<file path="config.mk">
export PLATFORM = sky130hd
export DESIGN_NAME = crc_checked_frame_receiver_flat
export DESIGN_NICKNAME = d
export VERILOG_FILES = /design/src/sv/crcfr_pkg.sv /design/src/sv/crcfr_in_if.sv /design/src/sv/crcfr_out_if.sv /design/src/sv/crc_checked_frame_receiver.sv /design/src/flat_wrapper.sv
export SDC_FILE = /design/constraint.sdc
export NUM_CORES = 1
export LEC_CHECK = 0
export BUFFER_PORTS_ARGS = -buffer_cell sky130_fd_sc_hd__clkbuf_2
export CORE_MARGIN = 2
export CORE_UTILIZATION = 42
export CTS_CLUSTER_DIAMETER = 60
export DETAILED_ROUTE_END_ITERATION = 10
export MAX_ROUTING_LAYER = met4
export RECOVER_POWER = 25
export SYNTH_ARGS = -nofsm -noshare
export SYNTH_HDL_FRONTEND = slang
export SYNTH_SLANG_ARGS = --single-unit
</file>
<file path="constraint.sdc">
create_clock -name clk -period 8.62 [get_ports clk]
set_input_delay 0 -clock clk [delete_from_list [all_inputs] [get_ports clk]]
set_output_delay 0 -clock clk [all_outputs]
set_load 0.02 [all_outputs]
</file>
<file path="src/sv/crcfr_pkg.sv">
`timescale 1ns / 1ps

package crcfr_pkg;

	localparam int BYTE_W    = 8;
	localparam int LEN_W     = 4;
	localparam int CRC_W     = 16;
	localparam int PAYLOAD_W = 64;
	localparam int CFG_IDX_W = 2;

	localparam logic [CRC_W-1:0] CRC_POLY = 16'h1021;
	localparam logic [CRC_W-1:0] CRC_TOP  = 16'h8000;
	localparam logic [CRC_W-1:0] CRC_INIT = 16'hFFFF;

	// payload lengths announced by the two frame types
	localparam logic [LEN_W-1:0] SENSOR_LEN_FULL = 4'd8;
	localparam logic [LEN_W-1:0] SYNC_LEN_FULL   = 4'd2;

	// configuration register indexes
	localparam logic [CFG_IDX_W-1:0] REG_START_FIRST  = 2'd0;
	localparam logic [CFG_IDX_W-1:0] REG_START_SECOND = 2'd1;
	localparam logic [CFG_IDX_W-1:0] REG_SENSOR_TYPE  = 2'd2;
	localparam logic [CFG_IDX_W-1:0] REG_SYNC_TYPE    = 2'd3;

	typedef enum logic [2:0] {
		STG_HUNT_FIRST  = 3'd0,
		STG_HUNT_SECOND = 3'd1,
		STG_TYPE        = 3'd2,
		STG_PAYLOAD     = 3'd3,
		STG_CRC         = 3'd4
	} parse_stage_t;

	// crc-16/ccitt, msb first, one byte
	function automatic logic [CRC_W-1:0] crc16_byte(
		input logic [CRC_W-1:0]  crc,
		input logic [BYTE_W-1:0] data
	);
		logic [CRC_W-1:0] c;
		c = crc ^ {data, 8'h00};
		for (int k = 0; k < BYTE_W; k++) begin
			if ((c & CRC_TOP) != '0)
				c = {c[CRC_W-2:0], 1'b0} ^ CRC_POLY;
			else
				c = {c[CRC_W-2:0], 1'b0};
		end
		return c;
	endfunction

endpackage

</file>
<file path="src/sv/crcfr_in_if.sv">
`timescale 1ns / 1ps

interface crcfr_in_if;
	import crcfr_pkg::*;

	logic              valid;
	logic              ready;
	logic [BYTE_W-1:0] rx_byte;

	modport source (output valid, output rx_byte, input ready);
	modport sink   (input valid, input rx_byte, output ready);
endinterface

</file>
<file path="src/sv/crcfr_out_if.sv">
`timescale 1ns / 1ps

interface crcfr_out_if;
	import crcfr_pkg::*;

	logic                 valid;
	logic                 ready;
	logic [BYTE_W-1:0]    frame_type;
	logic [LEN_W-1:0]     payload_length;
	logic [PAYLOAD_W-1:0] payload_data;

	modport source (output valid, output frame_type, output payload_length,
		output payload_data, input ready);
	modport sink   (input valid, input frame_type, input payload_length,
		input payload_data, output ready);
endinterface

</file>
<file path="src/sv/crc_checked_frame_receiver.sv">
`timescale 1ns / 1ps

// framed serial receiver with crc-16/ccitt check
// in_ch carries one received byte per beat. the parser hunts for the two
// start bytes, reads a type byte (sensor type: 8 payload bytes, sync type:
// 2 payload bytes, anything else restarts the hunt), collects the payload
// and then a little-endian crc computed over type and payload (init ffff).
// a good frame leaves as one beat on out_ch: type, length and payload with
// byte zero in the low bits and unused bytes zero. a bad crc drops the frame
// with no beat.
// the cfg port (cfg_we, cfg_index, cfg_wdata) sets the start and type codes;
// write it only while no frame is in flight.
// throughput: one byte per cycle while no finished frame waits on a stalled
// out_ch. a byte is captured in an input register, the parser and the
// byte-wide crc update then run on it, and a finished frame lands in the
// output register, which drives the result beat.
// a stalled out_ch holds its beat; bytes keep flowing in, and only a byte
// that could complete another frame waits in the input register.
// reset (arst_n low) returns the parser to the start-byte hunt, empties both
// registers and loads the default codes (aa, 55, 01, 02).
module crc_checked_frame_receiver #(
	parameter int MAX_PAYLOAD_BYTES = 8
) (
	input  logic                            clk,
	input  logic                            arst_n,
	input  logic                            cfg_we,
	input  logic [crcfr_pkg::CFG_IDX_W-1:0] cfg_index,
	input  logic [crcfr_pkg::BYTE_W-1:0]    cfg_wdata,
	crcfr_in_if.sink                        in_ch,
	crcfr_out_if.source                     out_ch
);
	import crcfr_pkg::*;

	localparam int IDX_W = (MAX_PAYLOAD_BYTES > 1) ? $clog2(MAX_PAYLOAD_BYTES) : 1;
	localparam logic [LEN_W-1:0] MAX_LEN = LEN_W'(MAX_PAYLOAD_BYTES);
	// lengths clamped to the store depth
	localparam logic [LEN_W-1:0] SENSOR_LEN =
		(SENSOR_LEN_FULL > MAX_LEN) ? MAX_LEN : SENSOR_LEN_FULL;
	localparam logic [LEN_W-1:0] SYNC_LEN =
		(SYNC_LEN_FULL > MAX_LEN) ? MAX_LEN : SYNC_LEN_FULL;

	// configuration registers
	logic [BYTE_W-1:0] start_first_q;
	logic [BYTE_W-1:0] start_second_q;
	logic [BYTE_W-1:0] sensor_type_q;
	logic [BYTE_W-1:0] sync_type_q;

	// input register
	logic              valid_s1;
	logic [BYTE_W-1:0] byte_s1;

	// parser state
	parse_stage_t      stage_q, stage_d;
	logic [BYTE_W-1:0] type_q, type_d;
	logic [LEN_W-1:0]  len_q, len_d;
	logic [LEN_W-1:0]  cnt_q, cnt_d;
	logic [CRC_W-1:0]  crc_q, crc_d;
	logic [BYTE_W-1:0] crc_lo_q, crc_lo_d;
	logic              crc_seen_q, crc_seen_d;
	logic [BYTE_W-1:0] store_q [MAX_PAYLOAD_BYTES];
	logic              store_we;

	// output register
	logic                 out_valid_q;
	logic [BYTE_W-1:0]    out_type_q;
	logic [LEN_W-1:0]     out_len_q;
	logic [PAYLOAD_W-1:0] out_data_q;

	logic                 emit;
	logic                 emit_possible;
	logic                 advance;
	logic [PAYLOAD_W-1:0] packed_data;

	// config writes
	always_ff @(posedge clk or negedge arst_n) begin
		if (!arst_n) begin
			start_first_q  <= 8'd170;
			start_second_q <= 8'd85;
			sensor_type_q  <= 8'd1;
			sync_type_q    <= 8'd2;
		end else if (cfg_we) begin
			case (cfg_index)
				REG_START_FIRST:  start_first_q  <= cfg_wdata;
				REG_START_SECOND: start_second_q <= cfg_wdata;
				REG_SENSOR_TYPE:  sensor_type_q  <= cfg_wdata;
				REG_SYNC_TYPE:    sync_type_q    <= cfg_wdata;
				default: ;
			endcase
		end
	end

	// only the second crc byte can finish a frame; it waits while the
	// output register is still full
	assign emit_possible = (stage_q == STG_CRC) && crc_seen_q;
	assign advance = valid_s1 && !(emit_possible && out_valid_q && !out_ch.ready);
	assign in_ch.ready = !valid_s1 || advance;

	always_ff @(posedge clk or negedge arst_n) begin
		if (!arst_n) begin
			valid_s1 <= 1'b0;
		end else if (in_ch.ready) begin
			valid_s1 <= in_ch.valid;
		end
	end

	always_ff @(posedge clk) begin
		if (in_ch.ready && in_ch.valid)
			byte_s1 <= in_ch.rx_byte;
	end

	// parser next state
	always_comb begin
		stage_d    = stage_q;
		type_d     = type_q;
		len_d      = len_q;
		cnt_d      = cnt_q;
		crc_d      = crc_q;
		crc_lo_d   = crc_lo_q;
		crc_seen_d = crc_seen_q;
		store_we   = 1'b0;
		emit       = 1'b0;

		case (stage_q)
			STG_HUNT_FIRST: begin
				if (byte_s1 == start_first_q)
					stage_d = STG_HUNT_SECOND;
			end
			STG_HUNT_SECOND: begin
				// second start byte is tested first
				if (byte_s1 == start_second_q) begin
					stage_d = STG_TYPE;
				end else if (byte_s1 != start_first_q) begin
					stage_d = STG_HUNT_FIRST;
					type_d = '0; len_d = '0; cnt_d = '0;
					crc_d = '0; crc_lo_d = '0; crc_seen_d = 1'b0;
				end
			end
			STG_TYPE: begin
				if (byte_s1 == sensor_type_q || byte_s1 == sync_type_q) begin
					stage_d  = STG_PAYLOAD;
					type_d   = byte_s1;
					len_d    = (byte_s1 == sensor_type_q) ? SENSOR_LEN : SYNC_LEN;
					cnt_d    = '0;
					crc_lo_d = '0;
					crc_d    = crc16_byte(CRC_INIT, byte_s1);
				end else begin
					stage_d = STG_HUNT_FIRST;
					type_d = '0; len_d = '0; cnt_d = '0;
					crc_d = '0; crc_lo_d = '0; crc_seen_d = 1'b0;
				end
			end
			STG_PAYLOAD: begin
				store_we = (cnt_q < MAX_LEN);
				cnt_d    = cnt_q + 4'd1;
				crc_d    = crc16_byte(crc_q, byte_s1);
				if (cnt_d >= len_q) begin
					crc_seen_d = 1'b0;
					stage_d    = STG_CRC;
				end
			end
			STG_CRC: begin
				if (!crc_seen_q) begin
					crc_lo_d   = byte_s1;
					crc_seen_d = 1'b1;
				end else begin
					emit    = ({byte_s1, crc_lo_q} == crc_q);
					stage_d = STG_HUNT_FIRST;
					type_d = '0; len_d = '0; cnt_d = '0;
					crc_d = '0; crc_lo_d = '0; crc_seen_d = 1'b0;
				end
			end
			default: begin
				stage_d = STG_HUNT_FIRST;
				type_d = '0; len_d = '0; cnt_d = '0;
				crc_d = '0; crc_lo_d = '0; crc_seen_d = 1'b0;
			end
		endcase
	end

	always_ff @(posedge clk or negedge arst_n) begin
		if (!arst_n) begin
			stage_q    <= STG_HUNT_FIRST;
			type_q     <= '0;
			len_q      <= '0;
			cnt_q      <= '0;
			crc_q      <= '0;
			crc_lo_q   <= '0;
			crc_seen_q <= 1'b0;
		end else if (advance) begin
			stage_q    <= stage_d;
			type_q     <= type_d;
			len_q      <= len_d;
			cnt_q      <= cnt_d;
			crc_q      <= crc_d;
			crc_lo_q   <= crc_lo_d;
			crc_seen_q <= crc_seen_d;
		end
	end

	// payload store
	always_ff @(posedge clk) begin
		if (advance && store_we)
			store_q[cnt_q[IDX_W-1:0]] <= byte_s1;
	end

	// bytes past the frame length read as zero
	always_comb begin
		packed_data = '0;
		for (int i = 0; i < MAX_PAYLOAD_BYTES; i++) begin
			if (LEN_W'(i) < len_q)
				packed_data[8*i +: 8] = store_q[i];
		end
	end

	// output register
	always_ff @(posedge clk or negedge arst_n) begin
		if (!arst_n) begin
			out_valid_q <= 1'b0;
		end else if (advance && emit) begin
			out_valid_q <= 1'b1;
		end else if (out_ch.ready) begin
			out_valid_q <= 1'b0;
		end
	end

	always_ff @(posedge clk) begin
		if (advance && emit) begin
			out_type_q <= type_q;
			out_len_q  <= len_q;
			out_data_q <= packed_data;
		end
	end

	assign out_ch.valid          = out_valid_q;
	assign out_ch.frame_type     = out_type_q;
	assign out_ch.payload_length = out_len_q;
	assign out_ch.payload_data   = out_data_q;

endmodule

</file>
<file path="src/flat_wrapper.sv">
// flat-port wrapper written by rule: the top's interface ports become plain ports
module crc_checked_frame_receiver_flat import crcfr_pkg::*;
#(
	parameter int MAX_PAYLOAD_BYTES = 8
)
  (clk, arst_n, cfg_we, cfg_index, cfg_wdata, in_ch_valid, in_ch_rx_byte, in_ch_ready, out_ch_valid, out_ch_frame_type, out_ch_payload_length, out_ch_payload_data, out_ch_ready);
  crcfr_in_if in_ch_i ();
  crcfr_out_if out_ch_i ();
  input  logic clk;
  input  logic arst_n;
  input  logic cfg_we;
  input  logic [crcfr_pkg::CFG_IDX_W-1:0] cfg_index;
  input  logic [crcfr_pkg::BYTE_W-1:0] cfg_wdata;
  input wire logic [$bits(in_ch_i.valid)-1:0] in_ch_valid;
  input wire logic [$bits(in_ch_i.rx_byte)-1:0] in_ch_rx_byte;
  output wire logic [$bits(in_ch_i.ready)-1:0] in_ch_ready;
  output wire logic [$bits(out_ch_i.valid)-1:0] out_ch_valid;
  output wire logic [$bits(out_ch_i.frame_type)-1:0] out_ch_frame_type;
  output wire logic [$bits(out_ch_i.payload_length)-1:0] out_ch_payload_length;
  output wire logic [$bits(out_ch_i.payload_data)-1:0] out_ch_payload_data;
  input wire logic [$bits(out_ch_i.ready)-1:0] out_ch_ready;
  assign in_ch_i.valid = in_ch_valid;
  assign in_ch_i.rx_byte = in_ch_rx_byte;
  assign in_ch_ready = in_ch_i.ready;
  assign out_ch_valid = out_ch_i.valid;
  assign out_ch_frame_type = out_ch_i.frame_type;
  assign out_ch_payload_length = out_ch_i.payload_length;
  assign out_ch_payload_data = out_ch_i.payload_data;
  assign out_ch_i.ready = out_ch_ready;
  crc_checked_frame_receiver #(.MAX_PAYLOAD_BYTES(MAX_PAYLOAD_BYTES)) u_core (.clk(clk), .arst_n(arst_n), .cfg_we(cfg_we), .cfg_index(cfg_index), .cfg_wdata(cfg_wdata), .in_ch(in_ch_i), .out_ch(out_ch_i));
endmodule
</file>
# --- After elaboration in Yosys (flattened, before gate mapping) ---
# Memory sizes are Yosys's and may differ from the RTL's. A register that Yosys moved wholly into a read port is not among the register bits.
# Cells that the tools add are included.
op_classes:
  n_addsub: 1
  order_cmp: 10
  n_eq_ne: 20
  mux: 76
  n_bitwise: 20
  reduce_logical: 33
op_table:
  columns: ["op", "count"]
  rows:
  - ["16-bit 2-to-1 mux", 25]
  - ["13-bit 2-to-1 mux", 16]
  - ["16-bit one-hot mux with 5 select lines", 1]
  - ["3-bit inverter", 16]
  - ["8-bit 2-to-1 mux", 5]
  - ["8-bit equality test", 4]
  - ["4-bit one-hot mux with 4 select lines", 2]
  - ["8-bit one-hot mux with 4 select lines", 1]
  - ["8-bit one-hot mux with 3 select lines", 1]
  - ["4-bit 2-to-1 mux", 5]
  - ["16-bit equality test", 1]
  - ["3-bit by 4-bit less-than comparator with 1-bit output (first input constant)", 4]
  - ["16-bit inverter", 1]
  - ["16-bit XOR", 1]
  - ["3-bit 2-to-1 mux", 5]
  - ["3-bit one-hot mux with 5 select lines", 1]
  - ["5-bit AND reduction", 3]
  - ["1-bit 2-to-1 mux", 12]
  - ["1-bit logical NOT", 11]
  - ["1-bit by 4-bit less-than comparator with 1-bit output (first input constant)", 2]
  - ["2-bit by 4-bit less-than comparator with 1-bit output (first input constant)", 2]
  - ["2-bit by 1-bit inequality test with 1-bit output (second input constant)", 4]
  - ["8-bit inequality test", 1]
  - ["2-bit AND reduction", 4]
  - ["other kinds (21)", 32]
totals:
  ff_bits: 98
  mem_bits_rw: 64
  input_bits: 23
  wordCells: 177
  n_memories: 1
memory_table:
  columns: ["memory", "depth", "width", "rd", "rd_clocked_by_memory_dff", "wr", "line", "text"]
  rows:
  - ["u_core.store_q", 8, 8, 8, 8, 1, "crc_checked_frame_receiver.sv:60", "logic [BYTE_W-1:0] store_q [MAX_PAYLOAD_BYTES];"]

# --- Depth between registers and ports, before layout ---
# Gate-level depths: netlist of run 1.
depth:
  depth_word: 33
  depth_mapped: 9
  mapped_depth_nobuf: 9

# --- Least setup slack after synthesis of run 1 ---
# No wires, ideal clock.
synth_timing:
  path_type: "register to register"
  start: "register u_core.byte_s1[6]"
  end: "register u_core.out_valid_q (netlist: u_core.out_ch.valid)"
  setup_time_ns: 0.096
  t_arrival_ns: 6.903
  required_ns: 8.524
  slack_ns: 1.621
  path_stages_with_launch: 7
  n_path_buf: 1
  synth_period_minus_slack_ns: 6.999
  path_cell_list: "edfxtp_1 buf_2 xor2_1 nor4_1 nand4_1 nor3_1 or2_2"
synth_via:
  elab_chain_cells: 5
  word_cells_on_any_way: 6
  cone_classes: "eq/ne: 1; mux: 3; reduce/logical: 2"
synth_rtl:
  columns: ["item", "line", "text"]
  rows:
  - ["from (decl)", "crc_checked_frame_receiver.sv:50", "logic [BYTE_W-1:0] byte_s1;"]
  - ["from (signal assigned)", "crc_checked_frame_receiver.sv:108", "byte_s1 <= in_ch.rx_byte;"]
  - ["16-bit equality test (*)", "crc_checked_frame_receiver.sv:166", "emit = ({byte_s1, crc_lo_q} == crc_q);"]
  - ["1-bit 2-to-1 mux (*)", "crc_checked_frame_receiver.sv:162", "if (!crc_seen_q) begin"]
  - ["1-bit 2-to-1 mux (*)", "crc_checked_frame_receiver.sv:123", "case (stage_q)"]
  - ["1-bit logical AND (*)", "crc_checked_frame_receiver.sv:219", "end else if (advance && emit) begin"]
  - ["1-bit 2-to-1 mux / 2-bit nonzero test (equally long branches)", null, null]
  - ["to (signal assigned)", "crc_checked_frame_receiver.sv:218", "out_valid_q <= 1'b0;"]
  - ["to (signal assigned)", "crc_checked_frame_receiver.sv:220", "out_valid_q <= 1'b1;"]
  - ["to (signal assigned)", "crc_checked_frame_receiver.sv:222", "out_valid_q <= 1'b0;"]
  - ["to (decl)", "crc_checked_frame_receiver.sv:64", "logic out_valid_q;"]
# Mark *: on every way between the ends. The rest lies on a longest branch, timed or not.
# A chain may end at the register's enable or synchronous reset.

==> results.md, run 1 <==
- Total number of H-tree levels: 1
- Vias: 5248
- Unrepaired setup endpoints after global routing: false
- Register Area: 0.00630 mm2
- Worst path buffer plus inverter count: 3
- Max-cap viol count: 2
- Max transition margin: -177%
- Worst Tran Pin Value: 4160 ps
- Initial detailed-routing violation count: 237
- P&R area growth vs syn: 19.7%
- Reg2Reg Setup Slack: 5410 ps
- Fin crit share: 45.7%
- Worst path depth: 3
- Hold slack: 171 ps
- Worst reg2reg startpoint: u_core.byte_s1[5]
- Ant diodes: 0
- Die ar.: 0.0230 mm2
- R2r endpoint: u_core.out_ch.frame_type[3]
- Worst EP arrival: 3590 ps
- CP endpoint kind: asynchronous set/reset pin
- Failing checks: max-capacitance violations, max-slew violations
- Sink Count: 222
- Syn Inst Count: 619
- Cell row count: 54
- CP max stage cell: clkbuf_1
- Post-Syn Area per Cell: 14.8 um2
- Min-Delay Path Class: in -> reg
- Fraction of layout cells with a size suffix above 1: 20.7%
- Core ar.: 0.0216 mm2
- Critical path type: in -> async
- Starting Density: 42.3%
- Crit start category: input port
- Post-synth EDFFs: 146
- Synth cell types: 49
- Status: complete, but fails checks
- Fin cells: 1048
- Final net count: 776
- CTS Root Cell: clkbuf_16
- Port-buffer cells: 98
- Flop and latch count out of synthesis: 222
- CP cell instances: dlygate4sd3_1 > buf_2 > clkbuf_1
- CTS tree: yes
- Die height: 152 um
- Cell Pwr Density: 244 mW/mm2
- Predominant post-synthesis flop cell: edfxtp_1
- Vias in the first global route: 5323
- Power, Total: 2670 uW
- Setup Buffers After CTS: 0
- Area of the multi-input gates: 0.00267 mm2
- Minimum clock period: 3940 ps
- Detailed placer's ending HPWL: 12400 um
- Initial antenna violation count: 0
- Drt wl/cell: 17.9 um
- Post-layout util: 50.7%
- CTS Buf Count: 24
- Clock latency on the worst-skew pair: 530 ps
- First-pass GRT wire length: 29700 um
- Critical Path Fanout Max: 76
- Max IR drop VDD: 0.135 mV
- Max Slew Vio Count: 130
- Largest stage delay, worst path: 2890 ps
- GPL Wtd Cong: 0.918
- CP Launch Point: arst_n
- Drt first pass iters: 4
- Total grt overflow: 0
- Dpl cells: 982
- R2R depth: 6
- Crit path capture: u_core.sync_type_q[6]
- Largest net degree at the start of global routing: 77
- Routed Antenna Nets: 0
- GRT Overall Usage: 17.2%
- Asr flop ratio synth: 34.2%
- Crit path max-delay family: buffers and inverters
- # IOs: 101
- Count of endpoints failing setup in the final report: 0
- # fillers: 1872
- Sequential fraction of the synthesis area: 68.8%
- Mapped cell area: 0.00916 mm2
- Final TNS setup: 0 ps
- Die Wd: 152 um
- Worst Path Required: 8270 ps
- Maximum clock rate: 0.254 GHz
- DRC: 0
- Syn. warnings: 0
- Setup Skew: 22.0 ps
- DR vias/cell: 5.01
- Clock Pin Slew Worst Setup and Hold Paths: 60 ps
- Final Hold Fails: 0
- Static Leak: 0.00404 uW
- CTS max path bufs: 3
- Post-Route WL: 18700 um
## layer usage
layer  GRT usage (%)  share of wire (%)  up-vias
met1            22.8                 44     2623
met3            2.46                4.8       29
met2            27.7                 49      134
met4            5.28                2.1        0
met5               -                  0        -
li1                -                  -     2462
## worst min-delay path, delay by kind of cell
kind	cells	cell delay [ps]
and+or+nand+nor	1	330
muxes	1	230
buffers and inverters	1	100
## where the power goes
| part | switching [uW] | internal [uW] | total, uW |
|---|---|---|---|
| clock | 425 | 694 | 1120 |
| sequential | 68.7 | 1200 | 1270 |
| combinational | 151 | 137 | 288 |
## state kept, by name, indices dropped and copies added, names as in the netlist
signal                        count
u_core.out_ch.payload_data       64
u_core.store_q                   64
u_core.crc_q                     16
u_core.byte_s1                    8
u_core.crc_lo_q                   8
u_core.out_ch.frame_type          8
u_core.sensor_type_q              8
u_core.start_first_q              8
u_core.start_second_q             8
u_core.sync_type_q                8
u_core.type_q                     8
u_core.cnt_q                      4
u_core.stage_q                    3
u_core.len_q                      2
u_core.out_ch.payload_length      2
u_core.crc_seen_q                 1
u_core.out_ch.valid               1
u_core.valid_s1                   1
## timing repair
item / 4_1_cts / 5_1_grt
hold buffers: 22 / 0
gates resized for setup: 0 / 0
endpoints found under the hold margin: 108 / 0
## cell usage in the layout (no fill, tap or decap), drive strengths merged, types with 11 or more instances in the layout
cell / netlist / final
nor2b: 25 / 25
inv: 15 / 18
edfxtp: 146 / 146
dfrtp: 66 / 66
nand2: 29 / 29
xor2: 24 / 24
and2: 49 / 49
dlygate4sd3: 0 / 22
nor2: 15 / 15
clkbuf: 11 / 130
mux2: 51 / 51
xnor2: 54 / 54
o21ai: 11 / 11
## per-stage QoR
step | setup slack [ps] | instance area (um2)
floorplan | 1620 | 9160
detailed placement | 5760 | 9940
global route | 3730 | 11000
finish | 4680 | 11000
CTS | 5720 | 11100
global placement | 5820 | 9940
## worst min-delay path by stage
stage,startpoint,to,slack (ps),cells past startpoint
floorplan,arst_n,u_core.cnt_q[0],-300,0
global placement,in_ch_rx_byte[2],u_core.byte_s1[2],180,1
detailed placement,in_ch_rx_byte[6],u_core.byte_s1[6],180,1
CTS,cfg_we,u_core.sync_type_q[4],160,3
global route,in_ch_rx_byte[2],u_core.byte_s1[2],200,2
finish,cfg_we,u_core.start_second_q[1],170,3
## synth_stat cells, drive strengths merged, types with 11 or more instances
library cell  instances  area (um2)
edfxtp              146        4380
clkbuf               11        41.3
inv                  15        56.3
nor2                 15        56.3
buf                  15        93.8
o21ai                11        55.1
dfrtp                66        1650
xor2                 24         210
mux2                 51         574
and2                 49         307
xnor2                54         473
nand2                29         114
nor2b                25         156
## cells by family (layout without fill, tap and decap cells)
family          after synthesis  in the layout  synth area share, %
mux                          61             61                 7.37
xor+xnor                     78             78                 7.46
buf+inv                      42            190                 2.13
simple gates                167            167                 10.5
flops                       222            222                 68.8
fa+ha+maj                     3              3                0.410
compound gates               45             45                 3.32
other cells                   1              2               0.0410
## final cells by class
type	count	area share [%]
tap	280	3.20
inverter	16	0.548
timing repair buffer	130	6.31
clock buffer	28	5.89
clock inverter	16	2.23
sequential	222	57.5
multi-input combinational	356	24.4
No activity file was read; power rests on OpenSTA's default activity.
==> run 2, diff against run 1 <==
==> constraint.sdc (replaced) <==
create_clock -name clk -period 3.9 [get_ports clk]
set_input_delay 0 -clock clk [delete_from_list [all_inputs] [get_ports clk]]
set_output_delay 0 -clock clk [all_outputs]
set_load 0.02 [all_outputs]
==> results.md, run 2 (same netlist as run 1, synthesis figures left out) <==
- Post-cts resize count: 0 (unchanged)
- Critical Path Fanout Max: 46 (was 76)
- # IOs: 101 (unchanged)
- Unrepaired setup endpoints after global routing: false (unchanged)
- Post-Route WL: 18700 um (about the same)
- Crit start category: flip-flop (was input port)
- Fraction of layout cells with a size suffix above 1: 20.8% (was 20.7%)
- Max IR drop VDD: 0.330 mV (was 0.135 mV)
- Routed Antenna Nets: 0 (unchanged)
- Total grt overflow: 0 (unchanged)
- Count of endpoints failing setup in the final report: 0 (unchanged)
- Die Wd: 152 um (unchanged)
- # fillers: 1901 (was 1872)
- Register Area: 0.00630 mm2 (unchanged)
- Min-Delay Path Class: in -> reg (unchanged)
- DRC: 0 (unchanged)
- Starting Density: 42.3% (unchanged)
- Max transition margin: -55.1% (was -177%)
- Area of the multi-input gates: 0.00268 mm2 (was 0.00267 mm2)
- Max Slew Vio Count: 96 (was 130)
- Clock Pin Slew Worst Setup and Hold Paths: 60 ps (about the same)
- Maximum clock rate: 0.343 GHz
- Final Hold Fails: 0 (unchanged)
- Most frequent cells in the layout: edfxtp_1, dfrtp_1, clkbuf_1 (was edfxtp_1, clkbuf_1, dfrtp_1)
- Ant diodes: 0 (unchanged)
- Clock latency on the worst-skew pair: 520 ps (was 530 ps)
- Core ar.: 0.0216 mm2 (unchanged)
- Max-cap viol count: 2 (unchanged)
- CP max stage cell: edfxtp_1 (was clkbuf_1)
- Drt wl/cell: 17.9 um (about the same)
- Static Leak: 0.00401 uW (was 0.00404 uW)
- Detailed placer's ending HPWL: 12800 um (was 12400 um)
- First-pass GRT wire length: 29400 um (was 29700 um)
- CP cell instances: xor2_1 > nor4_1 > nand4_1 > nor3_4 > buf_4 (was dlygate4sd3_1 > buf_2 > clkbuf_1)
- Crit path max-delay family: flip-flops (was buffers and inverters)
- Cell row count: 54 (unchanged)
- GPL Wtd Cong: 0.888 (was 0.918)
- Total number of H-tree levels: 1 (unchanged)
- Final net count: 778 (was 776)
- Sink Count: 222 (unchanged)
- Hold-fix buffers, CTS: 24 (was 22)
- Fin area: 0.0109 mm2 (was 0.0110 mm2)
- Drt first pass iters: 4 (unchanged)
- Fin cells: 1045 (was 1048)
- CTS Buf Count: 23 (was 24)
- Worst EP arrival: 3060 ps (was 3590 ps)
- CTS max path bufs: 3 (unchanged)
- Setup Buffers After CTS: 0 (unchanged)
- Setup Skew: 16.8 ps (was 22.0 ps)
- P&R area growth vs syn: 18.5% (was 19.7%)
- Worst Path Required: 4050 ps (was 8270 ps)
- Largest net degree at the start of global routing: 52 (was 77)
- Port-buffer cells: 98 (unchanged)
- Initial antenna violation count: 0 (unchanged)
- Critical path type: reg -> reg (was in -> async)
- GRT Overall Usage: 17.3% (was 17.2%)
- Worst path buffer plus inverter count: 1 (was 3)
- Dpl cells: 983 (was 982)
- Most common cell after layout, fill and taps aside: edfxtp_1 (unchanged)
- Die ar.: 0.0230 mm2 (unchanged)
- Largest stage delay, worst path: 910 ps (was 2890 ps)
- CTS Root Cell: clkbuf_16 (unchanged)
- Worst Tran Pin Value: 2330 ps (was 4160 ps)
- Die height: 152 um (unchanged)
- Vias in the first global route: 5361 (was 5323)
- CP endpoint kind: flip-flop (was asynchronous set/reset pin)
- Final TNS setup: 0 ps (unchanged)
- Initial detailed-routing violation count: 251 (was 237)
- Minimum clock period: 2910 ps
- DR vias/cell: 5.00 (was 5.01)
- Vias: 5223 (was 5248)
- Placed inst area: 0.00996 mm2 (was 0.00994 mm2)
- CTS tree: yes (unchanged)
- Status: complete, but fails checks (unchanged)
- Cell Pwr Density: 512 mW/mm2 (was 244 mW/mm2)
- Failing checks: max-capacitance violations, max-slew violations (unchanged)
- Fin crit share: 74.7%
==> run 2: cell types whose count changed in the layout (fill, tap and decap cells not counted), sizes merged <==
cell	change
buf	+4
clkinvlp	-1
clkbuf	-2
inv	-2
bufinv	-3
dlygate4sd3	+2
clkinv	-1
==> run 2: path summary, 6_finish.rpt <==
kind / start / end / slack, ps / depth (start not counted)
hold / removal: cfg_we / u_core.start_first_q[6] / 50 / 3
setup reg to reg: u_core.byte_s1[7] / u_core.out_ch.frame_type[1] / 990 / 5
min in group asynchronous: arst_n / u_core.type_q[3] / 730 / 2
hold reg to reg: u_core.type_q[0] / u_core.out_ch.frame_type[0] / 450 / 0
max in group asynchronous: arst_n / u_core.start_first_q[5] / 1640 / 3
setup / recovery: u_core.byte_s1[7] / u_core.out_ch.frame_type[1] / 990 / 5
==> run 2: stage by stage <==
step                      worst slack (ps)  util [%]  hold WS, ps  total power [uW]
after global placement                1100      46.1          183              3460
after floorplan                        337         -         -296              3290
final                                  989      50.2         53.7              5550
after global routing                   825      50.2         64.6              5790
after CTS                              939      50.5         45.6              5610
after detailed placement               940      46.1          182              3480
==> run 2: power breakdown <==
group          leakage, uW  total [uW]  switching (uW)  internal [uW]
sequential         0.00217        2810             161           2650
clock             0.000358        2100             846           1260
combinational      0.00148         643             333            310
==> run 2: worst reg2reg max path: stages, from the launching register on <==
cell and delay (ps):
edfxtp_1 910, xor2_1 270, nor4_1 430, nand4_1 210
nor3_4 220, buf_4 490
==> run 2: area by class of cell <==
class	count	area share, %
inverter	16	0.553
timing repair buffer	133	6.82
tap	280	3.23
sequential	222	58.0
clock inverter	9	0.968
multi-input combinational	356	24.7
clock buffer	29	5.73
==> run 2: layer usage <==
layer	wire [um]	vias to the layer above	track usage (%)
met5	0	-	-
met4	572	0	5.46
met3	786	41	2.57
met2	9290	110	29.3
met1	8080	2604	21.5
li1	-	2468	-
==> run 3, diff against run 2 <==
--- a/config.mk
+++ b/config.mk
@@ -5,6 +5,7 @@
 export SDC_FILE = /design/constraint.sdc
 export NUM_CORES = 1
 export LEC_CHECK = 0
+export ABC_AREA = 1
 export BUFFER_PORTS_ARGS = -buffer_cell sky130_fd_sc_hd__clkbuf_2
 export CORE_MARGIN = 2
 export CORE_UTILIZATION = 42
==> constraint.sdc (replaced) <==
create_clock -name clk -period 2.8 [get_ports clk]
set_input_delay 0 -clock clk [delete_from_list [all_inputs] [get_ports clk]]
set_output_delay 0 -clock clk [all_outputs]
set_load 0.02 [all_outputs]
==> results.md, run 3 <==
- Vias: 6424 (was 5223)
- Largest stage delay, worst path: 610 ps (was 910 ps)
- Routed Antenna Nets: 0 (unchanged)
- Setup Skew: 7.14 ps (was 16.8 ps)
- Critical path type: reg -> reg (unchanged)
- Post-cts resize count: 0 (unchanged)
- Initial antenna violation count: 0 (unchanged)
- CP cell instances: xnor2_1 > nand4_1 > nand3b_1 > nor2_4 > buf_12 (was xor2_1 > nor4_1 > nand4_1 > nor3_4 > buf_4)
- Drt wl/cell: 15.0 um (was 17.9 um)
- Syn Inst Count: 945 (was 619)
- Post-synth top area cell: edfxtp_1 (unchanged)
- Post-Syn Area per Cell: 10.1 um2 (was 14.8 um2)
- Port-buffer cells: 98 (unchanged)
- Vias in the first global route: 6107 (was 5361)
- First-pass GRT wire length: 33000 um (was 29400 um)
- Crit path max-delay family: flip-flops (unchanged)
- Flop and latch count out of synthesis: 222 (unchanged)
- Global routing usage on met2: 29.5% (was 29.3%)
- GRT Overall Usage: 18.1% (was 17.3%)
- Total number of H-tree levels: 1 (unchanged)
- Detailed placer's ending HPWL: 14200 um (was 12800 um)
- Minimum clock period: 2280 ps (was 2910 ps)
- P&R area growth vs syn: 19.4% (was 18.5%)
- Max IR drop VDD: 0.424 mV (was 0.330 mV)
- Total grt overflow: 0 (unchanged)
- Clock Pin Slew Worst Setup and Hold Paths: 60 ps (about the same)
- Worst Path Required: 3000 ps (was 4050 ps)
- Most common cell after layout, fill and taps aside: nand2_1 (was edfxtp_1)
- Busiest grt layer: met2 (unchanged)
- Most common cell in the synthesized netlist: nand2_1 (was edfxtp_1)
- Sequential fraction of the synthesis area: 65.8% (was 68.8%)
- Post-Route WL: 20900 um (was 18700 um)
- Syn. warnings: 0 (unchanged)
- Max transition margin: -28.5% (was -55.1%)
- Failing checks: max-capacitance violations, max-slew violations (unchanged)
- Critical Path Fanout Max: 54 (was 46)
- Die ar.: 0.0240 mm2 (was 0.0230 mm2)
- Max Slew Vio Count: 77 (was 96)
- CTS Buf Count: 24 (was 23)
- Predominant post-synthesis flop cell: edfxtp_1 (unchanged)
- Cell Pwr Density: 651 mW/mm2 (was 512 mW/mm2)
- Sink Count: 222 (unchanged)
- Post-synth top cells: nand2_1, edfxtp_1, inv_1, dfrtp_1, nor2_1 (was edfxtp_1, dfrtp_1, xnor2_1, mux2_2, and2_1)
- Die Wd: 155 um (was 152 um)
- Drt first pass iters: 6 (was 4)
- GPL Wtd Cong: 0.943 (was 0.888)
- CTS max path bufs: 3 (unchanged)
- Max-cap viol count: 1 (was 2)
- Most frequent cells in the layout: nand2_1, edfxtp_1, inv_1 (was edfxtp_1, dfrtp_1, clkbuf_1)
- Final net count: 1112 (was 778)
- Worst EP arrival: 2480 ps (was 3060 ps)
- Clock latency on the worst-skew pair: 520 ps (about the same)
- Post-synth EDFFs: 146 (unchanged)
- Min-Delay Path Class: in -> reg (unchanged)
- DRC: 0 (unchanged)
- Die height: 155 um (was 152 um)
- Final TNS setup: 0 ps (unchanged)
- Worst Tran Pin Value: 1930 ps (was 2330 ps)
- Fraction of layout cells with a size suffix above 1: 15.0% (was 20.8%)
- Reg2Reg Setup Slack: 520 ps (was 990 ps)
- CTS Root Cell: clkbuf_16 (unchanged)
- CP endpoint kind: flip-flop (unchanged)
- Worst path buffer plus inverter count: 1 (unchanged)
- GR Util met1: 23.5% (was 21.5%)
- Initial detailed-routing violation count: 446 (was 251)
- Area share of the largest cell type after synthesis: 45.8% (was 47.9%)
- Mapped cell area: 0.00957 mm2 (was 0.00916 mm2)
- Largest net degree at the start of global routing: 77 (was 52)
- Status: complete, but fails checks (unchanged)
- Register Area: 0.00630 mm2 (unchanged)
- Fin crit share: 81.5% (was 74.7%)
- CTS tree: yes (unchanged)
- Unrepaired setup endpoints after global routing: false (unchanged)
- Count of endpoints failing setup in the final report: 0 (unchanged)
- Synth cell types: 32 (was 49)
- DR vias/cell: 4.62 (was 5.00)
- Area of the multi-input gates: 0.00259 mm2 (was 0.00268 mm2)
- Crit start category: flip-flop (unchanged)
- Dominant cells by area after synthesis: edfxtp_1, dfrtp_1, nand2_1 (was edfxtp_1, dfrtp_1, mux2_2)
- # IOs: 101 (unchanged)
- Ant diodes: 0 (unchanged)
- CP max stage cell: edfxtp_1 (unchanged)
- Asr flop ratio synth: 34.2% (unchanged)
- Cell row count: 55 (was 54)
- Post-layout util: 50.8% (was 50.2%)
- Met3 GRT Util: 3.18% (was 2.57%)
- Final Hold Fails: 0 (unchanged)
- Maximum clock rate: 0.438 GHz (was 0.343 GHz)
- Starting Density: 42.5% (was 42.3%)
- Core ar.: 0.0225 mm2 (was 0.0216 mm2)
- Static Leak: 0.00558 uW (was 0.00401 uW)
- # fillers: 2056 (was 1901)
run 3: cell count changes in the layout (fill, tap and decap cells not counted), sizes merged, moves of 36 or more:
cell | before | now
nand2 | 29 | 317
inv | 16 | 140
nand3 | 7 | 43
nor2 | 15 | 54
and2 | 49 | 2
mux2 | 51 | 0
run 3: power by group:
| part | internal (uW) | switching (uW) | total [uW] |
|---|---|---|---|
| clock | 1820 | 1250 | 3070 |
| combinational | 243 | 431 | 675 |
| sequential | 3600 | 112 | 3710 |
| total | 5660 | 1790 | 7450 |
run 3: worst min-delay path: stages:
cell and delay [ps]:
clkbuf_2 100, nand3_1 380, o21ai_0 150
run 3: cell type report:
cell class                      instances  area share (%)
Multi-Input combinational cell        552            22.7
Clock buffer                           33            5.72
Clock inverter                         11            1.01
Tap cell                              285            3.12
Inverter                              142            4.68
Sequential cell                       222            55.1
Timing Repair Buffer                  144            7.74
run 3: what timing repair did:
action / in CTS / in global routing
hold buffers: 19 / 0
endpoints found under the setup margin: 0 / 0
setup buffers: 0 / 0
hold endpoints to repair: 108 / 0
run 3: stage by stage:
step | worst slack [ps] | hold slack [ps] | instance area, um2 | cells | power, uW
2_1_floorplan | 11.5 | -296 | 9600 | 946 | 4240
3_3_place_gp | 542 | 195 | 10500 | 1326 | 4430
3_5_place_dp | 527 | 196 | 10500 | 1326 | 4440
4_1_cts | 482 | 108 | 11400 | 1389 | 7530
5_1_grt | 364 | 204 | 11400 | 1389 | 7760
6_report | 517 | 134 | 11400 | 1389 | 7450
run 3: logic make-up (layout without fill, tap and decap cells):
kind of cell / Yosys count / after routing / share of synthesized area (%)
other: 1 / 2 / 0.0392
DFF: 222 / 222 / 65.8
xor gates and xnor gates: 52 / 52 / 4.76
AOI/OAI and AO/OA: 48 / 48 / 2.51
buffers and inverters: 172 / 330 / 7.36
and+or+nand+nor: 447 / 447 / 19.2
adders and majority gates: 3 / 3 / 0.392
run 3: path summary, 6_finish.rpt:
path	from	endpoint	cells after the start
worst min-delay path	cfg_index[1]	u_core.sync_type_q[1]	3
max in group asynchronous	arst_n	u_core.start_second_q[3]	2
worst max-delay path	u_core.byte_s1[5]	u_core.out_ch.payload_data[27]	5
worst max register to register	u_core.byte_s1[5]	u_core.out_ch.payload_data[27]	5
worst min register to register	u_core.type_q[4]	u_core.out_ch.frame_type[4]	0
min in group asynchronous	arst_n	u_core.cnt_q[3]	2
run 3: layer usage:
layer  share of wire [%]  wire length [um]  vias to the layer above
li1                    -                 -                     3263
met1                  45              9380                     2982
met2                  48             10100                      148
met3                 4.7               985                       31
met4                 2.2               463                        0
met5                   0                 0                        -
